--- src/ps2hb_pkg.sv ---
package ps2hb_pkg;

    localparam int unsigned IdleW = 10;
    localparam int unsigned BitIdxW = 4;
    localparam int unsigned StepW = 4;

    localparam logic [IdleW-1:0] IDLE_MAX = '1;
    localparam logic [IdleW-1:0] TIMEOUT_RESET = IdleW'(250);

    // receive bit index of the last frame bit (stop); the next edge wraps
    localparam logic [BitIdxW-1:0] RX_LAST_IDX = BitIdxW'(10);
    localparam logic [BitIdxW-1:0] RX_FIRST_DATA = BitIdxW'(1);
    localparam logic [BitIdxW-1:0] RX_LAST_DATA = BitIdxW'(8);

    // command codes
    localparam logic [1:0] CMD_TICK = 2'd0;
    localparam logic [1:0] CMD_EDGE = 2'd1;
    localparam logic [1:0] CMD_SEND = 2'd2;

    // transmit sequence steps
    localparam logic [StepW-1:0] TX_IDLE = StepW'(0);
    localparam logic [StepW-1:0] TX_START = StepW'(1);
    localparam logic [StepW-1:0] TX_LAST_DATA = StepW'(8);
    localparam logic [StepW-1:0] TX_PARITY = StepW'(9);
    localparam logic [StepW-1:0] TX_RELEASE = StepW'(10);

    typedef struct packed {
        logic tick;
        logic rx_edge;
        logic line;
    } t_rx_ctl;

    typedef struct packed {
        logic       valid;
        logic [7:0] code;
    } t_rx_res;

endpackage

--- src/ps2hb_if.sv ---
interface ps2hb_in_if;
    logic       valid;
    logic       ready;
    logic [1:0] command;
    logic       data_line;
    logic [7:0] send_byte;

    modport source (output valid, output command, output data_line, output send_byte,
                    input ready);
    modport sink (input valid, input command, input data_line, input send_byte,
                  output ready);
endinterface

interface ps2hb_out_if;
    logic       valid;
    logic       ready;
    logic       data_drive_enable;
    logic       data_drive_level;
    logic       rx_valid;
    logic [7:0] rx_code;
    logic       tx_busy;
    logic       tx_done;
    logic       ack_level;

    modport source (output valid, output data_drive_enable, output data_drive_level,
                    output rx_valid, output rx_code, output tx_busy, output tx_done,
                    output ack_level, input ready);
    modport sink (input valid, input data_drive_enable, input data_drive_level,
                  input rx_valid, input rx_code, input tx_busy, input tx_done,
                  input ack_level, output ready);
endinterface

interface ps2hb_cfg_if;
    logic       valid;
    logic       ready;
    logic [9:0] data;

    modport source (output valid, output data, input ready);
    modport sink (input valid, input data, output ready);
endinterface

--- src/ps2hb_rx.sv ---
module ps2hb_rx (
    input  logic                        i_clk,
    input  logic                        i_rst_n,
    input  ps2hb_pkg::t_rx_ctl          i_ctl,
    input  logic [ps2hb_pkg::IdleW-1:0] i_timeout,
    output ps2hb_pkg::t_rx_res          o_res
);
    import ps2hb_pkg::*;

    logic [BitIdxW-1:0] r_idx, n_idx;
    logic [7:0]         r_shift, n_shift;
    logic [IdleW-1:0]   r_idle, n_idle;

    logic               restart;
    logic [BitIdxW-1:0] idx0;
    logic [7:0]         sh0;
    logic [7:0]         sh1;

    always_comb begin
        restart = r_idle > i_timeout;
        idx0    = restart ? '0 : r_idx;
        sh0     = restart ? '0 : r_shift;
        sh1     = (idx0 >= RX_FIRST_DATA && idx0 <= RX_LAST_DATA) ?
                  {i_ctl.line, sh0[7:1]} : sh0;

        n_idx   = r_idx;
        n_shift = r_shift;
        n_idle  = r_idle;
        o_res   = '0;

        if (i_ctl.tick) begin
            if (r_idle != IDLE_MAX) n_idle = r_idle + IdleW'(1);
        end else if (i_ctl.rx_edge) begin
            n_idle = '0;
            if (idx0 >= RX_LAST_IDX) begin
                // stop bit: report the byte and restart framing
                o_res.valid = 1'b1;
                o_res.code  = sh1;
                n_shift     = '0;
                n_idx       = '0;
            end else begin
                n_shift = sh1;
                n_idx   = idx0 + BitIdxW'(1);
            end
        end
    end

    always_ff @(posedge i_clk) begin
        if (!i_rst_n) begin
            r_idx   <= '0;
            r_shift <= '0;
            r_idle  <= IDLE_MAX;
        end else begin
            r_idx   <= n_idx;
            r_shift <= n_shift;
            r_idle  <= n_idle;
        end
    end

endmodule

--- src/ps2hb_engine.sv ---
// PS/2 host bit engine.
// A result is registered and presented in the cycle after its input transfer.
// Throughput: one item per cycle; the result register lets a new item in
// while the previous result waits, as long as the sink takes it that cycle.
// Reset (synchronous, active low): framing and transmit idle, data released,
// idle count saturated, frame timeout 250 ticks, no result pending.
module ps2_host_bit_engine (
    input  logic             i_clk,
    input  logic             i_rst_n,
    ps2hb_in_if.sink         i_item,
    ps2hb_cfg_if.sink        i_cfg,
    ps2hb_out_if.source      o_result
);
    import ps2hb_pkg::*;

    logic [IdleW-1:0] r_timeout;

    logic [StepW-1:0] r_step, n_step;
    logic [7:0]       r_tx_shift, n_tx_shift;
    logic             r_parity, n_parity;
    logic             r_drv_en, n_drv_en;
    logic             r_drv_lvl, n_drv_lvl;

    logic             r_res_valid;
    logic             r_rx_valid;
    logic [7:0]       r_rx_code;
    logic             r_tx_done, n_tx_done;
    logic             r_ack, n_ack;

    logic             accept;
    t_rx_ctl          rx_ctl;
    t_rx_res          rx_res;

    assign i_cfg.ready  = 1'b1;
    assign i_item.ready = !r_res_valid || o_result.ready;
    assign accept       = i_item.valid && i_item.ready;

    assign rx_ctl.tick    = accept && (i_item.command == CMD_TICK);
    assign rx_ctl.rx_edge = accept && (i_item.command == CMD_EDGE) && (r_step == TX_IDLE);
    assign rx_ctl.line    = i_item.data_line;

    ps2hb_rx u_rx (
        .i_clk     (i_clk),
        .i_rst_n   (i_rst_n),
        .i_ctl     (rx_ctl),
        .i_timeout (r_timeout),
        .o_res     (rx_res)
    );

    always_comb begin
        n_step     = r_step;
        n_tx_shift = r_tx_shift;
        n_parity   = r_parity;
        n_drv_en   = r_drv_en;
        n_drv_lvl  = r_drv_lvl;
        n_tx_done  = 1'b0;
        n_ack      = 1'b0;

        if (i_item.command == CMD_EDGE && r_step != TX_IDLE) begin
            priority if (r_step <= TX_LAST_DATA) begin
                n_drv_lvl  = r_tx_shift[0];
                n_tx_shift = {1'b0, r_tx_shift[7:1]};
                n_step     = r_step + StepW'(1);
            end else if (r_step == TX_PARITY) begin
                n_drv_lvl = r_parity;
                n_step    = r_step + StepW'(1);
            end else if (r_step == TX_RELEASE) begin
                n_drv_en  = 1'b0;
                n_drv_lvl = 1'b0;
                n_step    = r_step + StepW'(1);
            end else begin
                // sample the device acknowledge and end the send
                n_ack     = i_item.data_line;
                n_tx_done = 1'b1;
                n_step    = TX_IDLE;
            end
        end else if (i_item.command == CMD_SEND && r_step == TX_IDLE) begin
            n_step     = TX_START;
            n_tx_shift = i_item.send_byte;
            n_parity   = ~^i_item.send_byte;
            n_drv_en   = 1'b1;
            n_drv_lvl  = 1'b0;
        end
    end

    always_ff @(posedge i_clk) begin
        if (!i_rst_n) begin
            r_timeout   <= TIMEOUT_RESET;
            r_step      <= TX_IDLE;
            r_tx_shift  <= '0;
            r_parity    <= 1'b0;
            r_drv_en    <= 1'b0;
            r_drv_lvl   <= 1'b0;
            r_res_valid <= 1'b0;
        end else begin
            if (i_cfg.valid) r_timeout <= i_cfg.data;
            if (accept) begin
                r_step      <= n_step;
                r_tx_shift  <= n_tx_shift;
                r_parity    <= n_parity;
                r_drv_en    <= n_drv_en;
                r_drv_lvl   <= n_drv_lvl;
                r_res_valid <= 1'b1;
            end else if (o_result.ready) begin
                r_res_valid <= 1'b0;
            end
        end
    end

    // result payload: no reset needed
    always_ff @(posedge i_clk) begin
        if (accept) begin
            r_rx_valid <= rx_res.valid;
            r_rx_code  <= rx_res.code;
            r_tx_done  <= n_tx_done;
            r_ack      <= n_ack;
        end
    end

    assign o_result.valid             = r_res_valid;
    assign o_result.data_drive_enable = r_drv_en;
    assign o_result.data_drive_level  = r_drv_lvl;
    assign o_result.rx_valid          = r_rx_valid;
    assign o_result.rx_code           = r_rx_code;
    assign o_result.tx_busy           = (r_step != TX_IDLE);
    assign o_result.tx_done           = r_tx_done;
    assign o_result.ack_level         = r_ack;

endmodule

--- src/flat_wrapper.sv ---
// flat-port wrapper written by rule: the top's interface ports become plain ports
module ps2_host_bit_engine_flat import ps2hb_pkg::*;
  (i_clk, i_rst_n, i_item_valid, i_item_command, i_item_data_line, i_item_send_byte, i_item_ready, i_cfg_valid, i_cfg_data, i_cfg_ready, o_result_valid, o_result_data_drive_enable, o_result_data_drive_level, o_result_rx_valid, o_result_rx_code, o_result_tx_busy, o_result_tx_done, o_result_ack_level, o_result_ready);
  ps2hb_in_if i_item_i ();
  ps2hb_cfg_if i_cfg_i ();
  ps2hb_out_if o_result_i ();
  input  logic i_clk;
  input  logic i_rst_n;
  input wire logic [$bits(i_item_i.valid)-1:0] i_item_valid;
  input wire logic [$bits(i_item_i.command)-1:0] i_item_command;
  input wire logic [$bits(i_item_i.data_line)-1:0] i_item_data_line;
  input wire logic [$bits(i_item_i.send_byte)-1:0] i_item_send_byte;
  output wire logic [$bits(i_item_i.ready)-1:0] i_item_ready;
  input wire logic [$bits(i_cfg_i.valid)-1:0] i_cfg_valid;
  input wire logic [$bits(i_cfg_i.data)-1:0] i_cfg_data;
  output wire logic [$bits(i_cfg_i.ready)-1:0] i_cfg_ready;
  output wire logic [$bits(o_result_i.valid)-1:0] o_result_valid;
  output wire logic [$bits(o_result_i.data_drive_enable)-1:0] o_result_data_drive_enable;
  output wire logic [$bits(o_result_i.data_drive_level)-1:0] o_result_data_drive_level;
  output wire logic [$bits(o_result_i.rx_valid)-1:0] o_result_rx_valid;
  output wire logic [$bits(o_result_i.rx_code)-1:0] o_result_rx_code;
  output wire logic [$bits(o_result_i.tx_busy)-1:0] o_result_tx_busy;
  output wire logic [$bits(o_result_i.tx_done)-1:0] o_result_tx_done;
  output wire logic [$bits(o_result_i.ack_level)-1:0] o_result_ack_level;
  input wire logic [$bits(o_result_i.ready)-1:0] o_result_ready;
  assign i_item_i.valid = i_item_valid;
  assign i_item_i.command = i_item_command;
  assign i_item_i.data_line = i_item_data_line;
  assign i_item_i.send_byte = i_item_send_byte;
  assign i_item_ready = i_item_i.ready;
  assign i_cfg_i.valid = i_cfg_valid;
  assign i_cfg_i.data = i_cfg_data;
  assign i_cfg_ready = i_cfg_i.ready;
  assign o_result_valid = o_result_i.valid;
  assign o_result_data_drive_enable = o_result_i.data_drive_enable;
  assign o_result_data_drive_level = o_result_i.data_drive_level;
  assign o_result_rx_valid = o_result_i.rx_valid;
  assign o_result_rx_code = o_result_i.rx_code;
  assign o_result_tx_busy = o_result_i.tx_busy;
  assign o_result_tx_done = o_result_i.tx_done;
  assign o_result_ack_level = o_result_i.ack_level;
  assign o_result_i.ready = o_result_ready;
  ps2_host_bit_engine u_core (.i_clk(i_clk), .i_rst_n(i_rst_n), .i_item(i_item_i), .i_cfg(i_cfg_i), .o_result(o_result_i));
endmodule
--- config.mk ---
export PLATFORM = sky130hd
export DESIGN_NAME = ps2_host_bit_engine_flat
export DESIGN_NICKNAME = d
export VERILOG_FILES = /design/src/ps2hb_pkg.sv /design/src/ps2hb_if.sv /design/src/ps2hb_rx.sv /design/src/ps2hb_engine.sv /design/src/flat_wrapper.sv
export SDC_FILE = /design/constraint.sdc
export NUM_CORES = 1
export LEC_CHECK = 0
export BUFFER_PORTS_ARGS = -buffer_cell sky130_fd_sc_hd__buf_4
export CORE_AREA = 2 2 60 105
export DETAILED_ROUTE_END_ITERATION = 10
export DIE_AREA = 0 0 62 107
export PLACE_DENSITY_LB_ADDON = 0.08
export SETUP_SLACK_MARGIN = 0.3
export SYNTH_ARGS = -nofsm -noshare
export SYNTH_HDL_FRONTEND = slang
export SYNTH_HIERARCHICAL = 1
export SYNTH_SLANG_ARGS = --single-unit
--- constraint.sdc ---
create_clock -name i_clk -period 6.6 [get_ports i_clk]
set_clock_uncertainty 0.15 [all_clocks]
set_input_delay 0 -clock i_clk [delete_from_list [all_inputs] [get_ports i_clk]]
set_output_delay 0 -clock i_clk [all_outputs]
set_load 0.02 [all_outputs]
* After elaboration in Yosys (flattened, before gate mapping)
Index checks and enable logic that the tools add are counted.
** Operators by class
- Add/sub/neg operators :: 3
- Order comparisons :: 5
- Equal/unequal tests :: 11
- Muxes and demuxes :: 29
- Bitwise operators :: 4
- Reductions and logical operators :: 27
** Operators with widths (number)
- $mux W8 :: 6
- $mux W10 :: 3
- $mux W4 :: 7
- $mux W1 :: 12
- $add A10 B1 Y10 const B :: 1
- $gt A10 B10 Y1 :: 1
- $ne A10 B10 Y1 const B :: 1
- $ne A2 B2 Y1 const B :: 5
- $mux W9 :: 1
- $reduce_and A3 Y1 :: 3
- $add A4 B1 Y4 const B :: 2
- $eq A4 B4 Y1 const B :: 2
- $le A4 B4 Y1 const B :: 2
- $reduce_xnor A8 Y1 :: 1
- $logic_and A1 B1 Y1 :: 7
- $reduce_and A2 Y1 :: 3
- $reduce_bool A2 Y1 :: 3
- $reduce_or A3 Y1 :: 2
- $reduce_and A5 Y1 :: 1
- $ge A4 B1 Y1 const B :: 1
- $ge A4 B4 Y1 const B :: 1
- $logic_not A4 Y1 :: 1
- $ne A4 B4 Y1 const B :: 1
- $not A1 Y1 :: 4
- other kinds (8) :: 8
** Storage, ports and cells
- Bits in registers :: 59
- Output and inout bits :: 17
- Word-level logic and storage cells :: 93

* Depth between registers and ports, before layout
- Word-level depth :: 7
- Mapped depth :: 14
- Gate-level depth less buffers :: 12

* Cells and area by module
Netlist, hierarchy kept.
** Modules (own cells, without submodules)
- ps2hb_rx :: instances 1, cells each 221, area an instance 1790.5 µm², seq. area each 440.4 µm²
- ps2_host_bit_engine :: instances 1, cells each 161, area an instance 1762.9 µm², seq. area each 850.8 µm²

* Worst setup path after synthesis
OpenSTA, ideal clock, no wires.
- Kind :: register to register
- From :: register u_core.r_timeout[9]
- To :: register u_core.r_rx_code[1], in the netlist u_core/o_result.rx_code[1], data pin
- Setup time :: 0.264 ns
- Data arrival time :: 2.774 ns
- Data required time :: 6.186 ns
- Setup slack :: 3.412 ns
- Stages on the path, launching flop included :: 15
- Buffers on the path :: 2
- Cell sequence :: dfxtp_1 -> inv_1 -> ha_1 -> nand4_2 -> a211oi_2 -> nor3_1 -> or2_4 -> buf_6 -> nand2_1 -> ha_1 -> clkbuf_1 -> o2bb2ai_2 -> a22oi_1 -> o311ai_0 -> nor2b_1
** Between the ends
- Longest elaborated chain between the ends :: 5
** Ends and longest elaborated chain
- start, declared :: line ps2hb_engine.sv:16 : logic [IdleW-1:0] r_timeout;
- start signal, assigned :: line ps2hb_engine.sv:96 : if (i_cfg.valid) r_timeout <= i_cfg.data;
- $gt A10 B10 Y1 (*) :: line ps2hb_rx.sv:20 : restart = r_idle > i_timeout;
- $mux W4 :: line ps2hb_rx.sv:21 : idx0 = restart ? '0 : r_idx;
- $ge A4 B4 Y1 (tied with other cells) :: line ps2hb_rx.sv:35 : if (idx0 >= RX_LAST_IDX) begin
- $not A1 Y1 (no line) / $logic_and A1 B1 Y1 (equally long branches)
- $reduce_or A3 Y1 (no line) / $mux W8 (equally long branches)
- end signal, assigned :: line ps2hb_engine.sv:114 : r_rx_code <= rx_res.code;
- end, declared :: line ps2hb_engine.sv:26 : logic [7:0] r_rx_code;
Mark *: on every way between the ends. The rest lies on a longest branch, timed or not.
A chain may end at the register's enable or synchronous reset.

* Worst setup path after layout
- From :: register u_core.r_timeout[5]
- To :: register u_core.r_rx_code[2], in the netlist u_core/o_result.rx_code[2], data pin
Same word-level chain as after synthesis.

==> results.json <==
{
  "outcome": "complete, no violations",
  "cts.reportedPaths.clkPinSlew_ps": 60,
  "vias_per_cell": 5.92,
  "crit_top_cell": "ha_1",
  "num_antenna_cells": 0,
  "syn-num-nets": 424,
  "synth.distinct_cells": 66,
  "fin_crit_ps": 3510,
  "route.detailed.drc": 0,
  "syn_to_final_growth_pct": 24.6,
  "ant_nets": 0,
  "fin_nets": 500,
  "ctsLongestPathBuffers": 2,
  "hold_viol_final": 0,
  "synthArstFlopShare_pct": 0,
  "top_level_ports": 43,
  "finalSetupViolCount": 0,
  "pwr-share-clk_pct": 34.7,
  "synth_top_cell_by_area": "dfxtp_1",
  "die_area_um2": 6630,
  "p_leak_uw": 0.00196,
  "switching_power_uw": 244,
  "fin_setup_tns_ps": 0,
  "cts_tree": "yes",
  "hold_path.class": "input port to register",
  "syn-mean-instance-area_um2": 9.30,
  "antenna_found_initial": 0,
  "post_cts_buffers": 0,
  "yosys_warnings": 6,
  "cp.required_ps": 6540,
  "gr-total-overflow": 0,
  "cts_hold_buf": 41,
  "irDropWorstVdd_mv": 0.148,
  "timing.fmax_ghz": 0.285,
  "synthMostInstantiatedCell": "dfxtp_1",
  "synth_area_um2": 3550,
  "synth_edf_count": 11,
  "p_seq_share_pct": 45.1,
  "rsz0062_at_grt": "false",
  "totalWireLength_mm": 9.16,
  "drt_iter0_markers": 194,
  "grt_max_degree": 33,
  "synth_ff_type": "dfxtp_1",
  "worstPathCellList": "inv_1, ha_1, nand4_2, nor3_4, o21bai_1, or2_4, nand2_1, ha_1, o21ba_4, a22oi_1, o311ai_0, nor2b_1",
  "clockRootBuffer": "clkbuf_8",
  "wire_per_inst_um": 16.9,
  "fin_worst_hold_slack_ps": 14.5,
  "switching_share_pct": 27.6,
  "grt_pass1_wl_mm": 15.2,
  "dpl.hpwl_mm": 5.84,
  "grt_usage_pct": 31.0,
  "core_area_um2": 5790,
  "numPortBuffers": 41,
  "min_period_over_period_pct": 53.1,
  "die_width_um": 62,
  "synth.area.top_cells": "dfxtp_1 (27%), edfxtp_1 (9.3%), mux2i_1 (7.0%)",
  "maxCapViolations": 0,
  "critPathLaunchType": "register",
  "num_vias": 3203,
  "gp_congestion": 0.869,
  "dr.pass1.iters": 5,
  "ys_seq_elements": 59,
  "ctsHtreeMaxLevel": 3,
  "critPathSlowestCell": "nor3_4",
  "drv_slew": 0,
  "ys_seq_area_share_pct": 36.3,
  "powerDensity_nw_per_um2": 200,
  "worst_setup_path_end_kind": "register",
  "die-height_um": 107,
  "drive_above_1_share_pct": 17.3,
  "numCtsBuffers": 9,
  "netlist_instances": 382,
  "cp_top_family": "simple AND/OR/NAND/NOR gates",
  "fp-row-count": 37,
  "fillers": 411,
  "worstMarginPinSlew_ps": 966,
  "crit_buf_inv": 1,
  "grt_pass1_vias": 3397,
  "synth_top_area_share_pct": 27.0,
  "clkLatencyLatePin_ps": 340,
  "critPathArrivalTime_ps": 3440,
  "floorplan.initialDensity_pct": 61.4,
  "crit_path_max_fanout": 13,
  "crit_type": "register to register",
  "pwr-share-comb_pct": 20.2,
  "yosys-top-cells-count": "dfxtp_1 (48), nand2_1 (46), mux2i_1 (25)",
  "post_cts_resized": 0,
  "max_slew_margin_pct": 35.1,
  "clkSinkCount": 59,
  "p_int_uw": 640,
  "cpPeakStageDelay_ps": 420
}
[cell families (layout without fill, tap and decap cells)]
kind of cell	Yosys count	in the layout	share of synthesized area [%]
other cells	1	1	0.106
mux	25	25	7.04
xor+xnor	7	7	1.73
simple gates	132	132	20.0
buf+inv	43	124	6.27
flops	59	59	36.3
fa+ha+maj	16	16	5.63
compound gates	99	99	22.9
[layout make-up]
class	instances	area [um2]	area share, %
inverter	24	90.1	2.03
sequential	59	1290	29.2
tap	78	97.6	2.20
clock buffer	13	139	3.14
timing repair buffer	84	733	16.6
clock inverter	3	38.8	0.876
multi-input combinational	280	2040	46.0
[power groups by stage]
stage | clock network [uW] | logic (uW) | registers [uW]
after detailed placement | 0 | 151 | 406
final | 306 | 179 | 399
after global routing | 328 | 197 | 400
after global placement | 0 | 148 | 405
after floorplan | 0 | 108 | 407
after CTS | 313 | 174 | 398
[metrics by stage]
stage | total power, uW | cells | worst slack, ps | instance area, um2 | utilization, %
floorplan | 515 | 382 | 3410 | 3550 | -
global placement | 553 | 484 | 3260 | 3840 | 66.4
detailed placement | 557 | 484 | 3150 | 3840 | 66.4
CTS | 885 | 541 | 3140 | 4430 | 76.5
global route | 926 | 541 | 2790 | 4430 | 76.5
finish | 884 | 541 | 3090 | 4430 | 76.5
[per-layer routing]
metal  track usage, %  vias to the layer above  routed length [um]
li1                 -                     1556                   -
met1             31.5                     1519                3420
met2             53.3                       95                5000
met3             8.56                       33                 386
met4             17.3                        0                 352
met5                0                        -                   0
[worst reg2reg max path, cell delays in order, from the launching register on]
cell and delay [ps]:
dfxtp_1 330, inv_1 50, ha_1 330, nand4_2 190, nor3_4 420, o21bai_1 190, or2_4 220, nand2_1 80
ha_1 410, o21ba_4 340, a22oi_1 180, o311ai_0 180, nor2b_1 180
[cell usage in the layout, fill, tap and decap left out, types with 11 or more instances in the layout]
| master | n |
|---|---|
| dfxtp_1 | 48 |
| nand2_1 | 46 |
| buf_4 | 43 |
| dlygate4sd3_1 | 41 |
| mux2i_1 | 25 |
| inv_1 | 23 |
| nand3_1 | 16 |
| ha_1 | 16 |
| nor2_1 | 15 |
| a21oi_1 | 15 |
| o21ai_0 | 15 |
| a22o_1 | 14 |
| edfxtp_1 | 11 |
[registers in the layout, indices dropped and copies added (netlist names)]
signal	count
u_core/r_parity	1
u_core/u_rx/r_shift	8
u_core/u_rx/r_idle	10
u_core/u_rx/r_idx	4
u_core/o_result.data_drive_enable	1
u_core/o_result.rx_code	8
u_core/o_result.tx_done	1
u_core/o_result.data_drive_level	1
u_core/o_result.ack_level	1
u_core/o_result.rx_valid	1
u_core/r_step	4
u_core/r_tx_shift	8
u_core/r_timeout	10
u_core/o_result.valid	1
[worst paths after layout]
check,start,to,slack (ps),depth (start not counted)
setup / recovery,u_core/r_timeout[5],u_core/o_result.rx_code[2],3090,12
hold / removal,i_item_command[1],u_core/u_rx/r_idle[2],10,4
setup reg to reg,u_core/r_timeout[5],u_core/o_result.rx_code[2],3090,12
hold reg to reg,u_core/o_result.data_drive_enable,u_core/o_result.data_drive_enable,340,2
(Power assumes the default switching activity.)
